[src/rtl/assert_macros.svh]
// ----------------------------------------------------------------------------
// assert_macros.svh - concurrent assertion helpers
// Shorthand for clocked, reset-gated checks on clk / rst.
// ----------------------------------------------------------------------------
`ifndef ASSERT_MACROS_SVH
`define ASSERT_MACROS_SVH

// Check a property on every rising clock edge outside reset.
`define LVFS_ASSERT(lbl, prop, msg) \
  lbl: assert property (@(posedge clk) disable iff (rst) (prop)) else $error(msg);

// Check that a condition implies a consequence in the same cycle.
`define LVFS_ASSERT_IMPL(lbl, cond, cons, msg) \
  lbl: assert property (@(posedge clk) disable iff (rst) (cond) |-> (cons)) else $error(msg);

`endif

[src/rtl/lvfs_pkg.sv]
// ----------------------------------------------------------------------------
// lvfs_pkg - shared types and constants of the focus score unit
// Geometry constants, register indexes and the classified-pixel item.
// ----------------------------------------------------------------------------
`default_nettype none
package lvfs_pkg;

  localparam int LVFS_SPAN     = 96;
  localparam int LVFS_SLOTS    = 2 * LVFS_SPAN;
  localparam int LVFS_DIM_MAX  = 8192;
  localparam int LVFS_POS_W    = 13;
  localparam int LVFS_K_W      = 8;
  localparam int LVFS_STEP_W   = 6;
  localparam int LVFS_ADDR_W   = 9;
  localparam int LVFS_DEPTH    = 2 * LVFS_SLOTS;
  // 2^20 / 96 rounded up: exact quotient for every crop length below 8192
  localparam int LVFS_RECIP    = 10923;
  localparam int LVFS_RECIP_SH = 20;

  // Register indexes (paddr[3:2])
  localparam logic [1:0] REG_FRAME_WIDTH  = 2'd0;
  localparam logic [1:0] REG_FRAME_HEIGHT = 2'd1;
  localparam logic [1:0] REG_MIN_SAMPLES  = 2'd2;

  // One classified pixel, front to back
  typedef struct packed {
    logic [7:0]          pix;
    logic [LVFS_K_W-1:0] kx;
    logic                row_sel;  // parity of the lattice row
    logic                wr;       // store the pixel in the lattice row
    logic                smp;      // form a Laplacian sample
    logic                clr;      // first pixel of a frame
    logic                last;     // last pixel of a frame
  } lvfs_item_t;

  // Clamp a dimension register into 1..8192
  function automatic logic [13:0] lvfs_clamp(input logic [13:0] v);
    if (v == 14'd0) return 14'd1;
    if (v > 14'(LVFS_DIM_MAX)) return 14'(LVFS_DIM_MAX);
    return v;
  endfunction

  // Lattice step max(1, len/96) by reciprocal multiply
  function automatic logic [LVFS_STEP_W-1:0] lvfs_step(input logic [12:0] len);
    logic [26:0] p;
    logic [6:0]  q;
    p = 27'(len) * 27'(LVFS_RECIP);
    q = p[26:LVFS_RECIP_SH];
    if (q == 7'd0) return LVFS_STEP_W'(1);
    return q[LVFS_STEP_W-1:0];
  endfunction

endpackage
`default_nettype wire

[src/rtl/lvfs_front.sv]
// ----------------------------------------------------------------------------
// lvfs_front - pixel position tracking and lattice classification
// Walks the raster, marks lattice points and samples, pushes one item per pixel.
// ----------------------------------------------------------------------------
`default_nettype none
module lvfs_front import lvfs_pkg::*; (
  input  wire logic        clk,
  input  wire logic        rst,
  input  wire logic [13:0] frame_width,
  input  wire logic [13:0] frame_height,
  input  wire logic        cfg_wr,
  input  wire logic        in_valid,
  input  wire logic [7:0]  in_pix,
  input  wire logic        in_start,
  input  wire logic        q_full,
  output logic             in_ready,
  output logic             push,
  output lvfs_item_t       push_item
);

  logic [13:0]            wc, hc;
  logic [12:0]            start_x, len_x, wm1, start_y, len_y, hm1;
  logic [LVFS_STEP_W-1:0] step_x, step_y;
  logic                   geo_stale;

  logic [LVFS_POS_W-1:0]  col, row, col_e, row_e, off_x, off_y;
  logic [LVFS_STEP_W-1:0] ph_x, ph_y, ph_xe, ph_ye, ph_x_next, ph_y_next;
  logic [LVFS_K_W-1:0]    k_x, k_y, k_xe, k_ye, k_x_next, k_y_next;
  logic                   in_x, in_y, on_x, on_y, line_end, frame_end;
  logic [13:0]            reach_x;

  // Register the crop geometry from the configuration
  assign wc = lvfs_clamp(frame_width);
  assign hc = lvfs_clamp(frame_height);
  always_ff @(posedge clk) begin
    start_x <= 13'(wc[13:2]);
    len_x   <= wc[13:1];
    wm1     <= 13'(wc - 14'd1);
    step_x  <= lvfs_step(wc[13:1]);
    start_y <= 13'(hc[13:2]);
    len_y   <= hc[13:1];
    hm1     <= 13'(hc - 14'd1);
    step_y  <= lvfs_step(hc[13:1]);
  end

  // Hold the input for the cycle in which the geometry catches up with a write
  always_ff @(posedge clk) begin
    if (rst) begin
      geo_stale <= 1'b0;
    end else begin
      geo_stale <= cfg_wr;
    end
  end

  assign in_ready = !q_full && !geo_stale;
  assign push     = in_valid && in_ready;

  // Effective position: a frame start counts as (0,0)
  always_comb begin
    col_e = in_start ? '0 : col;
    row_e = in_start ? '0 : row;
    ph_xe = in_start ? '0 : ph_x;
    ph_ye = in_start ? '0 : ph_y;
    k_xe  = in_start ? '0 : k_x;
    k_ye  = in_start ? '0 : k_y;
  end

  // Classify against the crop lattice
  always_comb begin
    off_x   = col_e - start_x;
    off_y   = row_e - start_y;
    in_x    = (col_e >= start_x) && (off_x < len_x);
    in_y    = (row_e >= start_y) && (off_y < len_y);
    on_x    = in_x && (ph_xe == '0);
    on_y    = in_y && (ph_ye == '0);
    reach_x = 14'(off_x) + 14'(step_x);
    line_end  = (col_e >= wm1);
    frame_end = line_end && (row_e >= hm1);

    push_item.pix     = in_pix;
    push_item.kx      = k_xe;
    push_item.row_sel = k_ye[0];
    push_item.wr      = on_x && on_y && (9'(k_xe) < 9'(LVFS_SLOTS));
    push_item.smp     = push_item.wr && (k_ye >= LVFS_K_W'(2)) && (k_xe != '0) &&
                        (reach_x < 14'(len_x)) && (9'(k_xe) + 9'd1 < 9'(LVFS_SLOTS));
    push_item.clr     = in_start;
    push_item.last    = frame_end;
  end

  // Advance the lattice phase along each axis
  always_comb begin
    ph_x_next = ph_xe;
    k_x_next  = k_xe;
    if (in_x) begin
      if (ph_xe + LVFS_STEP_W'(1) == step_x) begin
        ph_x_next = '0;
        k_x_next  = k_xe + LVFS_K_W'(1);
      end else begin
        ph_x_next = ph_xe + LVFS_STEP_W'(1);
      end
    end
    ph_y_next = ph_ye;
    k_y_next  = k_ye;
    if (in_y) begin
      if (ph_ye + LVFS_STEP_W'(1) == step_y) begin
        ph_y_next = '0;
        k_y_next  = k_ye + LVFS_K_W'(1);
      end else begin
        ph_y_next = ph_ye + LVFS_STEP_W'(1);
      end
    end
  end

  // Step the raster position on each transfer
  always_ff @(posedge clk) begin
    if (rst) begin
      col  <= '0;
      row  <= '0;
      ph_x <= '0;
      ph_y <= '0;
      k_x  <= '0;
      k_y  <= '0;
    end else if (push) begin
      if (line_end) begin
        col  <= '0;
        ph_x <= '0;
        k_x  <= '0;
        if (frame_end) begin
          row  <= '0;
          ph_y <= '0;
          k_y  <= '0;
        end else begin
          row  <= row_e + LVFS_POS_W'(1);
          ph_y <= ph_y_next;
          k_y  <= k_y_next;
        end
      end else begin
        col  <= col_e + LVFS_POS_W'(1);
        ph_x <= ph_x_next;
        k_x  <= k_x_next;
        row  <= row_e;
        ph_y <= ph_ye;
        k_y  <= k_ye;
      end
    end
  end

endmodule
`default_nettype wire

[config.mk]
export PLATFORM = sky130hd
export DESIGN_NAME = lvfs_front
export DESIGN_NICKNAME = d
export VERILOG_FILES = /design/src/rtl/assert_macros.svh /design/src/rtl/lvfs_pkg.sv /design/src/rtl/lvfs_front.sv
export SDC_FILE = /design/constraint.sdc
export NUM_CORES = 1
export LEC_CHECK = 0
export CAP_MARGIN = 20
export CORE_ASPECT_RATIO = 1.1
export CORE_MARGIN = 1.5
export CORE_UTILIZATION = 40
export CTS_CLUSTER_SIZE = 30
export DETAILED_ROUTE_END_ITERATION = 8
export DONT_BUFFER_PORTS = 1
export MAX_ROUTING_LAYER = met4
export PLACE_DENSITY = 0.61
export RECOVER_POWER = 25
export SYNTH_ARGS = -nofsm -noshare
export SYNTH_HDL_FRONTEND = slang
export SYNTH_SLANG_ARGS = --single-unit
[constraint.sdc]
create_clock -name clk -period 23.6 [get_ports clk]
set_input_delay 7.08 -clock clk [delete_from_list [all_inputs] [get_ports clk]]
set_output_delay 7.08 -clock clk [all_outputs]
set_load 0.02 [all_outputs]
==> metrics.md <==
| Metric | Value |
|---|---|
| Worst Path Arrival | 12.16 ns |
| Kind of cell adding the most delay to the critical path | compound AO/OA/AOI/OAI gates |
| Final setup TNS | 0 ns |
| FFs w/ async S/R, synth | 0% |
| Clock share of power | 29.1% |
| Slowest CP cell | a311oi_1 |
| DRT iter0 DRCs | 569 |
| Worst Path Buf+Inv | 2 |
| Primary FF master, synth | dfxtp_1 |
| Final Hold Viols | 0 |
| Layout Nets | 2064 |
| CTS tree | done |
| CP most frequent cell | a21oi_1 |
| Die width | 183 um |
| Clock Path Buffers | 2 |
| Final ANT Viol Nets | 0 |
| GRT Residual Overflow | 0 |
| Via count | 11118 |
| Net Sw Frac | 37.1% |
| Worst-path cell chain | nand2b_1 > ha_1 > inv_1 > fa_1 > a21o_1 > a21oi_1 > o21ai_0 > a21oi_1 > o21bai_1 > a21oi_1 > mux2i_1 > nand3_1 > ha_1 > a21o_1 > a21o_1 > a21oi_1 > o21ai_0 > or3_1 > nor4_1 > buf_4 > o211ai_1 > a311oi_1 |
| Ys Warns | 0 |
| Post-CTS Hold Buffers | 0 |
| Reg2reg start | row[0] |
| CP Class | input port to primary output |
| Final wirelength | 32300 um |
| CORE AREA | 35100 um2 |
| Leakage power | 7.49 nW |
| Reg power frac | 24.7% |
| Post-synth EDFFs | 0 |
| Comb power frac | 46.2% |
| Peak VDD IR | 0.0472 mV |
| CP endpoint kind | primary output |
| Largest net degree at the start of global routing | 79 |
| Internal power | 0.597 mW |
| Post-synth cell types | 82 |
| H-Tree Level Count | 4 |
| Max Freq | 0.0520 GHz |
| R2R depth | 21 |
| Setup Fix Bufs, Post-CTS | 0 |
| Reg2Reg Setup Slack | 18.38 ns |
| FF+latch count, synth | 119 |
| Die height | 201 um |
| Synthesis-to-finish area growth | 7.08% |
| Number of global-route vias before repair | 11116 |
| Final WS setup | 4.36 ns |
| Pins over their slew limit | 0 |
| Relative slew slack | 37.4% |
| Switching pwr | 0.351 mW |
| Worst path depth | 22 |
| Hold path cells | 2 |
| Via/cell ratio | 5.25 |
| R2R Path End | k_y[4] |
| Slew at the pin closest to its max-slew limit | 0.937 ns |
| Pwr/cell area | 62.0 nW/um2 |
| Initial Util | 40.6% |
| Max cap viols | 0 |
| Pre-CTS setup slack | 4.48 ns |
| Sink Count | 119 |
| GRT Util Overall | 18.9% |
| First-pass GRT wire length | 55200 um |
| Final GP Congestion | 0.908 |
| Startpoint types | input port |
| DR pass1 iterations | 5 |
| Antenna violations before repair | 0 |
| Cts repair resizes | 0 |
| Worst Path Max Fanout | 78 |
| Worst-skew pair later-pin latency | 0.42 ns |
| Part of the cycle the worst path needs | 81.5% |
| DRC viols | 0 |
| Share of layout cells above drive strength 1 | 3.41% |
| # IOs | 65 |
| Setup violations, final | 0 |
| IO Port Bufs | 0 |
| Skew final | 0.00922 ns |
| Seq/Total Area, Yosys | 16.7% |
| Post-DP HPWL | 26700 um |
| CP max stage delay | 0.67 ns |
| Post-Syn Instances | 1679 |
| Post-Syn Area per Cell | 8.50 um2 |
| Mapped Area | 14300 um2 |
| Final worst path period need | 19.24 ns |
| Hold Crit Endpoint | k_x[1] |
| Status | finished, final reports clean |
| DIE AREA | 36800 um2 |
| Hold Startpoint | k_x[1] |
| Worst-path clk slew | 0.06 ns |
| RSZ-0062 raised after global routing | false |
| CTS root buffer | clkbuf_16 |
| CTS Buf Count | 17 |
| Post-DR wirelength/cell | 15.2 um |
| Critical path data required time | 16.52 ns |
| Worst Hold Class | flop to flop |
| FP Rows | 72 |
==> power by group through the flow <==
| stage | registers [mW] | clock network, mW | logic [mW] |
|---|---|---|---|
| 2_1_floorplan | 0.231 | 0 | 0.348 |
| 3_3_place_gp | 0.238 | 0 | 0.431 |
| 3_5_place_dp | 0.238 | 0 | 0.440 |
| 4_1_cts | 0.234 | 0.280 | 0.446 |
| 5_1_grt | 0.235 | 0.289 | 0.516 |
| 6_report | 0.234 | 0.276 | 0.438 |
==> logic make-up (layout without fill, tap and decap cells) <==
logic type | after synthesis | in the layout | share of synthesized area (%)
flops | 119 | 119 | 16.7
fa+ha+maj | 360 | 360 | 36.5
mux | 4 | 4 | 0.289
other cells | 2 | 6 | 0.0526
xor+xnor | 76 | 76 | 4.87
simple gates | 437 | 437 | 16.5
compound gates | 321 | 321 | 15.3
buf+inv | 360 | 352 | 9.84
==> flip-flops by register name (all words and copies together), names as in the netlist <==
name / count
row: 13
wm1: 13
k_y: 8
ph_x: 6
step_x: 6
geo_stale: 1
start_y: 1
len_y: 12
ph_y: 6
col: 13
len_x: 12
hm1: 13
k_x: 8
start_x: 1
step_y: 6
==> placed cells by master, fill, tap and decap left out, drive strengths merged, types with 24 or more instances in the layout <==
cell type,netlist,final
a21o,32,32
a21oi,85,85
and3,29,29
clkbuf,26,24
dfxtp,119,119
fa,94,94
ha,266,266
inv,315,315
nand2,65,65
nand2b,39,39
nand3,36,36
nand4,25,25
nor2,84,84
nor2b,43,43
nor3,34,34
o21ai,57,57
xnor2,54,54
==> cell type report <==
| type | count | area, um2 |
|---|---|---|
| Sequential cell | 119 | 2380 |
| Inverter | 316 | 1190 |
| Tap cell | 444 | 556 |
| Antenna cell | 1 | 2.50 |
| Clock inverter | 8 | 145 |
| Fill cell | 3497 | 19900 |
| Timing Repair Buffer | 5 | 33.8 |
| Clock buffer | 23 | 478 |
| Multi-Input combinational cell | 1203 | 10500 |
==> stage by stage <==
stage / hold slack (ns) / util [%] / area [um2] / cells / total power, mW
final: 0.443 / 43.5 / 15300 / 2119 / 0.948
after global routing: 0.480 / 43.5 / 15300 / 2118 / 1.04
after CTS: 0.450 / 43.5 / 15300 / 2118 / 0.959
after detailed placement: 0.443 / 41.7 / 14700 / 2087 / 0.678
after global placement: 0.439 / 41.7 / 14700 / 2087 / 0.669
after floorplan: 0.424 / - / 14300 / 1682 / 0.579
==> worst min-delay path, delay by kind of cell, from the launching register on <==
family | cells | cell delay [ns]
flip-flops | 1 | 0.31
AO/OA/AOI/OAI | 1 | 0.05
buffers and inverters | 1 | 0.05
==> routing by layer <==
| metal | share of wire (%) | global-route usage [%] | up-vias |
|---|---|---|---|
| met4 | 1.7 | 4.63 | 0 |
| met5 | 0 | - | - |
| li1 | - | - | 5698 |
| met2 | 46 | 30.2 | 191 |
| met1 | 49 | 25.0 | 5195 |
| met3 | 3.3 | 2.81 | 34 |
==> synthesized netlist by cell type (5+ instances only) <==
| cell | instances | area, um2 |
|---|---|---|
| inv_1 | 315 | 1180 |
| ha_1 | 266 | 3330 |
| dfxtp_1 | 119 | 2380 |
| fa_1 | 94 | 1880 |
| a21oi_1 | 85 | 425 |
| nor2_1 | 83 | 312 |
| nand2_1 | 65 | 244 |
| o21ai_0 | 57 | 285 |
| xnor2_1 | 54 | 473 |
| nor2b_1 | 43 | 269 |
| nand2b_1 | 39 | 244 |
| nand3_1 | 36 | 180 |
| nor3_1 | 34 | 170 |
| a21o_1 | 32 | 240 |
| and3_1 | 28 | 175 |
| clkbuf_1 | 25 | 93.8 |
| nand4_1 | 25 | 156 |
| xor2_1 | 20 | 175 |
| or2_2 | 15 | 93.8 |
| buf_4 | 12 | 90.1 |
| a211oi_1 | 11 | 82.6 |
| o211ai_1 | 11 | 82.6 |
| or3_1 | 11 | 68.8 |
| o21a_1 | 10 | 75.1 |
| a311oi_1 | 9 | 78.8 |
| nand3b_1 | 9 | 67.6 |
| nor4_1 | 9 | 56.3 |
| o22ai_1 | 9 | 56.3 |
| and4_1 | 8 | 70.1 |
| nor3b_1 | 8 | 60.1 |
| a31oi_1 | 7 | 43.8 |
| and2_1 | 7 | 43.8 |
| a32o_1 | 6 | 60.1 |
| a41oi_1 | 6 | 52.6 |
| buf_2 | 6 | 30.0 |
| o21bai_1 | 6 | 45.0 |
| a21boi_0 | 5 | 37.5 |
| a22o_1 | 5 | 43.8 |
| a22oi_1 | 5 | 37.5 |
| a32oi_1 | 5 | 43.8 |
==> how the worst max path moves through the flow <==
stage | end | slack [ns] | startpoint
after global placement | push_item[2] | 4.56 | in_start
after floorplan | push_item[2] | 3.66 | in_start
after detailed placement | push_item[2] | 4.48 | in_start
final | push_item[2] | 4.36 | in_start
after global routing | push_item[2] | 4.11 | in_start
after CTS | push_item[2] | 4.46 | in_start
Note: power is estimated with default switching activity, not from simulation.
