==> src/rtl/assert_macros.svh <==
// ----------------------------------------------------------------------------
// assert_macros.svh - concurrent assertion helpers
// Shorthand for clocked, reset-gated checks on clk / rst.
// ----------------------------------------------------------------------------
`ifndef ASSERT_MACROS_SVH
`define ASSERT_MACROS_SVH

// Check a property on every rising clock edge outside reset.
`define LVFS_ASSERT(lbl, prop, msg) \
  lbl: assert property (@(posedge clk) disable iff (rst) (prop)) else $error(msg);

// Check that a condition implies a consequence in the same cycle.
`define LVFS_ASSERT_IMPL(lbl, cond, cons, msg) \
  lbl: assert property (@(posedge clk) disable iff (rst) (cond) |-> (cons)) else $error(msg);

`endif

==> src/rtl/lvfs_pkg.sv <==
// ----------------------------------------------------------------------------
// lvfs_pkg - shared types and constants of the focus score unit
// Geometry constants, register indexes and the classified-pixel item.
// ----------------------------------------------------------------------------
`default_nettype none
package lvfs_pkg;

  localparam int LVFS_SPAN     = 96;
  localparam int LVFS_SLOTS    = 2 * LVFS_SPAN;
  localparam int LVFS_DIM_MAX  = 8192;
  localparam int LVFS_POS_W    = 13;
  localparam int LVFS_K_W      = 8;
  localparam int LVFS_STEP_W   = 6;
  localparam int LVFS_ADDR_W   = 9;
  localparam int LVFS_DEPTH    = 2 * LVFS_SLOTS;
  // 2^20 / 96 rounded up: exact quotient for every crop length below 8192
  localparam int LVFS_RECIP    = 10923;
  localparam int LVFS_RECIP_SH = 20;

  // Register indexes (paddr[3:2])
  localparam logic [1:0] REG_FRAME_WIDTH  = 2'd0;
  localparam logic [1:0] REG_FRAME_HEIGHT = 2'd1;
  localparam logic [1:0] REG_MIN_SAMPLES  = 2'd2;

  // One classified pixel, front to back
  typedef struct packed {
    logic [7:0]          pix;
    logic [LVFS_K_W-1:0] kx;
    logic                row_sel;  // parity of the lattice row
    logic                wr;       // store the pixel in the lattice row
    logic                smp;      // form a Laplacian sample
    logic                clr;      // first pixel of a frame
    logic                last;     // last pixel of a frame
  } lvfs_item_t;

  // Clamp a dimension register into 1..8192
  function automatic logic [13:0] lvfs_clamp(input logic [13:0] v);
    if (v == 14'd0) return 14'd1;
    if (v > 14'(LVFS_DIM_MAX)) return 14'(LVFS_DIM_MAX);
    return v;
  endfunction

  // Lattice step max(1, len/96) by reciprocal multiply
  function automatic logic [LVFS_STEP_W-1:0] lvfs_step(input logic [12:0] len);
    logic [26:0] p;
    logic [6:0]  q;
    p = 27'(len) * 27'(LVFS_RECIP);
    q = p[26:LVFS_RECIP_SH];
    if (q == 7'd0) return LVFS_STEP_W'(1);
    return q[LVFS_STEP_W-1:0];
  endfunction

endpackage
`default_nettype wire

==> src/rtl/lvfs_fifo.sv <==
// ----------------------------------------------------------------------------
// lvfs_fifo - four-entry queue of classified pixels
// Decouples the pixel front from the arithmetic back.
// ----------------------------------------------------------------------------
`default_nettype none
module lvfs_fifo import lvfs_pkg::*; (
  input  wire logic  clk,
  input  wire logic  rst,
  input  wire logic  push,
  input  lvfs_item_t push_item,
  input  wire logic  pop,
  output lvfs_item_t head,
  output logic       full,
  output logic       empty
);

  lvfs_item_t  slots [4];
  logic [1:0]  wp, rp;
  logic [2:0]  count;

  assign full  = (count == 3'd4);
  assign empty = (count == 3'd0);
  assign head  = slots[rp];

  // Store on push
  always_ff @(posedge clk) begin
    if (push) slots[wp] <= push_item;
  end

  // Move pointers and occupancy
  always_ff @(posedge clk) begin
    if (rst) begin
      wp    <= '0;
      rp    <= '0;
      count <= '0;
    end else begin
      if (push) wp <= wp + 2'd1;
      if (pop)  rp <= rp + 2'd1;
      count <= count + 3'(push) - 3'(pop);
    end
  end

endmodule
`default_nettype wire

==> config.mk <==
export PLATFORM = sky130hd
export DESIGN_NAME = lvfs_fifo
export DESIGN_NICKNAME = d
export VERILOG_FILES = /design/src/rtl/assert_macros.svh /design/src/rtl/lvfs_pkg.sv /design/src/rtl/lvfs_fifo.sv
export SDC_FILE = /design/constraint.sdc
export NUM_CORES = 1
export LEC_CHECK = 0
export BUFFER_PORTS_ARGS = -buffer_cell sky130_fd_sc_hd__buf_2
export CAP_MARGIN = 20
export CORE_ASPECT_RATIO = 2
export CORE_MARGIN = 3
export CORE_UTILIZATION = 45
export CTS_CLUSTER_DIAMETER = 60
export CTS_CLUSTER_SIZE = 25
export DETAILED_ROUTE_END_ITERATION = 7
export PLACE_DENSITY_LB_ADDON = 0.15
export SKIP_LAST_GASP = 1
export SLEW_MARGIN = 20
export SYNTH_ARGS = -nofsm -noshare
export SYNTH_HDL_FRONTEND = slang
export SYNTH_SLANG_ARGS = --single-unit
==> constraint.sdc <==
create_clock -name clk -period 4.1 [get_ports clk]
set_clock_uncertainty 0.05 [all_clocks]
set_input_delay 0.205 -clock clk [delete_from_list [all_inputs] [get_ports clk]]
set_output_delay 0.205 -clock clk [all_outputs]
set_load 0.01 [all_outputs]
==> results.yml, run 1 <==
global_route:
  grt_use_total_pct: 14.8
  grt_pass1_wl_mm: 8.87
  antenna_found_initial: 0
  grt_max_degree: 22
  grt_pass1_vias: 1811
  overflow: 0
cells_and_area:
  fillers: 604
  fin_cells: 303
  final_cell_mix: "84 x edfxtp_1, 47 x buf_2, 20 x mux4_2, 9 x clkbuf_16, 8 x dfxtp_1"
  diodes: 0
  drive_gt1_share_pct: 40.3
  regArea_sq_um: 2700
  syn2layout_area_growth_pct: 18.2
  multi_input_area_sq_um: 716
  nets: 238
  layout_commonest_cell: "edfxtp_1"
clock_network:
  cts_setup_buffers: 0
  cts_buffers: 9
  clkLatencyLatePin_ns: 0.33
  ctsRootBufferMaster: "clkbuf_16"
  cts-htree-levels: 3
  cts.reportedPaths.clkPinSlew_ns: 0.06
  cts_tree: "built"
  cts.sinks: 93
  clockBufferDepth: 2
  cts.repair.resized: 0
  hold_buffers: 0
critical_path:
  cp-start-kind: "flop"
  end_kind: "primary output"
  crit_arrival_ns: 1.94
  critPathMaxFanout: 21
  reg2reg_from: "wp[0]"
  critPathRequiredTime_ns: 3.85
  crit_type: "reg2out"
drt:
  dr_total_vias: 1583
  routed_wl_mm: 5.64
  first_pass_iters: 4
  drcViolationCount: 0
  dr.first_iter.drc_count: 80
  postRouteAntennaNets: 0
  vias_per_cell: 5.22
  routedWlPerCell_um: 18.6
hold_path:
  hold_start: "push_item[17]"
  hold_class: "in2reg"
power_and_ir_drop:
  power.leakage_nw: 1.44
  power_density_nw_per_um2: 517
  ir_drop_mv: 0.290
synth:
  yosys_register_bits: 93
  syn_area_sq_um: 3470
  yosysSeqAreaShare_pct: 77.9
  syn_area_per_cell_sq_um: 23.0
  synth_nets: 183
  yosys_warnings: 0
  yosys.cell_types.count: 20
  synth_cells: 151
place:
  dpl.cell_count: 286
  place.gp.congestion: 0.689
  dp_hpwl_mm: 3.74
  place_ws_ns: 2.19
  io_buffers: 47
die:
  coreArea_sq_um: 7380
  die_h_um: 130
  ios: 48
  die_area_sq_um: 8870
  rows: 44
  dieWidth_um: 68.1
  initial_utilization_pct: 47.0
sta:
  fin_crit_ns: 2.19
  timing.hold.ws_ns: 0.0324
  hold_violations: 0
  period_share_pct: 53.4
  slew_violations: 0
  setup_tns_ns: 0
  setup_viol: 0
  worst_slack_ns: 1.91
  slew_headroom_pct: 28.7
  rsz0062_at_grt: "no"
  max_freq_mhz: 456
  tightest_slew_ns: 1.07
status:
  status: "completed"
flow_run:
  drv_cap: 0
-- flip-flops by register name, summed over array words and instances (netlist names), named ones only --
register and flops:
count 3, wp 2, slots 84, rp 2
-- routing by layer --
layer	GRT usage [%]	share of wire, %	vias up
li1	-	-	718
met1	15.3	36	814
met2	25.9	57	42
met3	4.31	4.2	9
met4	7.74	2.4	0
met5	0	0	-
-- per-stage QoR --
stage	area (sq um)	power [mW]	util (%)
5_1_grt	4100	2.20	55.6
4_1_cts	4070	2.14	55.2
3_5_place_dp	3790	1.36	51.4
2_1_floorplan	3470	1.27	-
6_report	4100	2.12	55.6
3_3_place_gp	3790	1.34	51.4
-- synth_stat cells, drive strengths merged --
cell type	number	area share, %
nor3	1	0.14
mux2i	1	0.29
and3	1	0.18
buf	4	0.94
mux4	21	14
fa	1	0.58
nor2b	2	0.36
nor2	5	0.54
ha	6	2.2
nand3b	1	0.22
xor3	1	0.68
and2	4	0.72
edfxtp	84	73
a21bo	1	0.29
inv	6	0.65
xnor2	2	0.50
a21oi	1	0.14
dfxtp	9	5.2
-- final cells by class --
type / instances / share of cell area (%)
Sequential cell: 93 / 65.9
Clock buffer: 9 / 5.49
Clock inverter: 7 / 1.37
Tap cell: 92 / 2.81
Multi-Input combinational cell: 48 / 17.4
Timing Repair Buffer: 48 / 6.41
Inverter: 6 / 0.549
-- critical path, cell delays in order (launching register included) --
cell     delay, ns
dfxtp_2       0.81
mux4_1        0.63
buf_2         0.15
-- logic make-up after synthesis --
| logic type | after synthesis | share of synthesized area (%) |
|---|---|---|
| compound gates | 2 | 0.432 |
| xor+xnor | 3 | 1.19 |
| mux | 22 | 14.0 |
| fa+ha+maj | 7 | 2.74 |
| buf+inv | 10 | 1.59 |
| flops | 93 | 77.9 |
| simple gates | 14 | 2.16 |
-- report_power, final --
part / total (mW) / internal, mW / leakage, nW / switching [mW]
Clock: 0.782 / 0.462 / 0.141 / 0.320
Sequential: 1.13 / 1.09 / 0.846 / 0.0355
Combinational: 0.213 / 0.116 / 0.451 / 0.0974
Total: 2.12 / 1.67 / 1.44 / 0.453
-- final timing paths --
path,slack (ns),cells after the start,to
max,1.91,2,head[17]
min,0.03,1,slots[3][17]
max reg2reg,2.25,3,slots[2][15]
min reg2reg,0.50,2,rp[1]
(Power assumes the default switching activity.)
==> inputs of run 2 (changes only) <==
--- a/config.mk
+++ b/config.mk
@@ -5,6 +5,7 @@
 export SDC_FILE = /design/constraint.sdc
 export NUM_CORES = 1
 export LEC_CHECK = 0
+export ABC_AREA = 1
 export BUFFER_PORTS_ARGS = -buffer_cell sky130_fd_sc_hd__buf_2
 export CAP_MARGIN = 20
 export CORE_ASPECT_RATIO = 2
==> constraint.sdc (replaced) <==
create_clock -name clk -period 2.1 [get_ports clk]
set_clock_uncertainty 0.05 [all_clocks]
set_input_delay 0.105 -clock clk [delete_from_list [all_inputs] [get_ports clk]]
set_output_delay 0.105 -clock clk [all_outputs]
set_load 0.01 [all_outputs]
==> run 2 against run 1 <==
Effect of this change:
- wire length up 19%
- register-to-register slack lost 1.8 ns
- combinational power rose by 130%
- critical path type unchanged
- global-route usage fell by 0.38 points
- non-clock buffer count rose by 32
- via count up 48%
- first-iteration DRC count grew 53%
- critical endpoint is now head[18]
- synthesized cell count rose by 99%
- critical path depth grew 3
==> results.yml, run 2 <==
drt:
  dr.first_iter.drc_count: 122
  first_pass_iters: 4
  vias_per_cell: 4.86
  routed_wl_mm: 6.71
  routedWlPerCell_um: 14.0
  postRouteAntennaNets: 0
  dr_total_vias: 2339
  drcViolationCount: 0
clock_network:
  cts_tree: "built"
  clockBufferDepth: 2
  ctsRootBufferMaster: "clkbuf_16"
  cts_buffers: 9
  cts.sinks: 93
  cts_setup_buffers: 0
  cts.repair.resized: 0
  cts.reportedPaths.clkPinSlew_ns: 0.06
  hold_buffers: 23
  clkLatencyLatePin_ns: 0.33
  cts-htree-levels: 3
power_and_ir_drop:
  seq_power_share_pct: 50.0
  power_density_nw_per_um2: 899
  ir_drop_mv: 0.593
  switchingPower_uw: 973
  comb_power_share_pct: 11.3
  netSwitchingFraction_pct: 22.5
  p_total_mw: 4.33
  power.leakage_nw: 1.94
  p_clk_share_pct: 38.7
  p_int_mw: 3.36
sta:
  timing.hold.ws_ns: 0.0695
  max_freq_mhz: 563
  setup_tns_ns: 0
  setup_viol: 0
  rsz0062_at_grt: "no"
  tightest_slew_ns: 0.420
  fin_crit_ns: 1.77
  period_share_pct: 84.5
  slew_violations: 0
  hold_violations: 0
  slew_headroom_pct: 72.0
critical_path:
  critPathMaxFanout: 33
  reg2reg_from: "count[0]"
  critPathRequiredTime_ns: 1.95
  crit_end: "head[18]"
  cp-start-kind: "flop"
  critical_path.top_delay_family: "flip-flops"
  critical_path_buf_inv_count: 2
  reg2regPathDepth: 7
  worstPathCellList: "buf_4 > a21oi_1 > o21ai_0 > nand2_1 > buf_2"
  reg2reg_slack_ns: 0.49
  crit_cells: 5
  max_stage_delay_ns: 0.62
  end_kind: "primary output"
  crit_slowest_cell: "dfxtp_4"
  r2r-end: "count[2]"
  crit_type: "reg2out"
  crit_arrival_ns: 1.62
synth:
  yosys.area.top_type: "edfxtp_1"
  syn_area_sq_um: 3960
  synthArstFlopShare_pct: 0
  synth_compound_area_share_pct: 13.2
  yosys.cell_types.count: 21
  synth_top_family_by_area: "compound AO/OA/AOI/OAI gates"
  synthMuxAreaShare_pct: 0
  yosys_warnings: 0
  yosysSeqAreaShare_pct: 68.3
  synth_most_common_cell: "edfxtp_1"
  yosys.area.top_type_share_pct: 63.7
  synth_xor_area_share_pct: 0
  synthSimpleGateAreaFrac_pct: 6.51
  synth_nets: 333
  synth_edf_count: 84
  synthAdderAreaFrac_pct: 2.40
  yosys-top-cells-area: "edfxtp_1 64%, o211ai_2 6.6%, inv_1 5.5%, dfxtp_1 4.6%, a21oi_1 3.4%"
  synth_ff_type: "edfxtp_1"
  synthTopCellsByCount: "84 x edfxtp_1, 58 x inv_1, 32 x nand2_1"
  syn_area_per_cell_sq_um: 13.1
  synth_cells: 301
  yosys_register_bits: 93
cells_and_area:
  drive_gt1_share_pct: 29.2
  regArea_sq_um: 2710
  multi_input_area_sq_um: 876
  syn2layout_area_growth_pct: 21.7
  final_cell_mix: "84 x edfxtp_1, 58 x inv_1, 47 x buf_2, 32 x nand2_1, 27 x a21oi_1"
  largest_reg_flops: 84
  layout_commonest_cell: "edfxtp_1"
  top_regs: "slots (84), count (3)"
  regMostFlops: "slots"
  fin_cells: 481
  diodes: 0
  fillers: 723
  nets: 410
die:
  rows: 47
  coreArea_sq_um: 8410
  initial_utilization_pct: 47.1
  ios: 48
  dieWidth_um: 72.3
  die_h_um: 139
  die_area_sq_um: 10000
global_route:
  grt_pass1_wl_mm: 10.9
  overflow: 0
  grt_use_met1_pct: 15.2
  gr-usage-met2_pct: 26.0
  grt_busiest_layer: "met2"
  grt_use_total_pct: 14.4
  antenna_found_initial: 0
  grt_max_degree: 43
  use_met3_pct: 3.27
  grt_pass1_vias: 2363
flow_run:
  drv_cap: 0
place:
  io_buffers: 47
  place.gp.congestion: 0.706
  dp_hpwl_mm: 4.31
  dpl.cell_count: 442
hold_path:
  hold_class: "in2reg"
status:
  status: "completed"
==> run 2: cell count changes in the layout (fill, tap and decap cells not counted), moves of 20 or more <==
cell | before | now
a21oi_1 | 1 | 27
mux4_2 | 20 | 0
dlygate4sd3_1 | 0 | 23
o211ai_2 | 0 | 21
inv_1 | 6 | 58
nand2_1 | 0 | 32
==> run 2: kinds of logic after synthesis <==
group	Yosys count
flip-flops	93
AND/OR/NAND/NOR	56
AO/OA/AOI/OAI	73
buffers and inverters	72
adder cells (fa/ha/maj)	7
==> run 2: worst reg2reg max path, cell delays in order (launching register included) <==
cell and delay [ns]:
dfxtp_1 0.35, inv_1 0.05, ha_1 0.26, inv_1 0.04, ha_1 0.19, fa_1 0.38, a21oi_1 0.13, nor2_1 0.06
==> run 2: metal layers <==
metal,share of wire (%),vias to the layer above
met5,0,-
met4,1.7,0
met3,2.8,6
met2,58,37
met1,38,1118
li1,-,1178
==> run 2: metrics by stage <==
stage               setup slack (ns)  util [%]  instance area [sq um]
finish                         0.325      57.3                   4820
global route                   0.180      57.3                   4820
CTS                            0.280      57.3                   4820
detailed placement             0.491      50.8                   4270
global placement               0.542      50.8                   4270
floorplan                      0.579         -                   3960
==> run 2: cell type report <==
type | instances | share of cell area (%)
timing repair buffer | 80 | 12.0
clock buffer | 9 | 4.68
sequential | 93 | 56.2
inverter | 58 | 4.52
tap | 98 | 2.55
clock inverter | 7 | 1.84
multi-input combinational | 136 | 18.2
==> run 2: power groups by stage <==
stage / sequential [mW] / combinational (mW) / clock, mW
floorplan: 2.18 / 0.325 / 0
global placement: 2.20 / 0.456 / 0
detailed placement: 2.21 / 0.467 / 0
CTS: 2.17 / 0.502 / 1.72
global route: 2.17 / 0.554 / 1.78
finish: 2.17 / 0.490 / 1.67
==> run 2: worst min path at each step <==
stage / start / cells after the start / slack [ns] / endpoint
finish: push / 3 / 0.07 / wp[1]
floorplan: rst / 1 / 0.13 / count[0]
global route: push / 3 / 0.12 / wp[1]
detailed placement: rst / 2 / 0.26 / count[0]
global placement: rst / 2 / 0.25 / count[1]
CTS: push / 3 / 0.06 / wp[1]
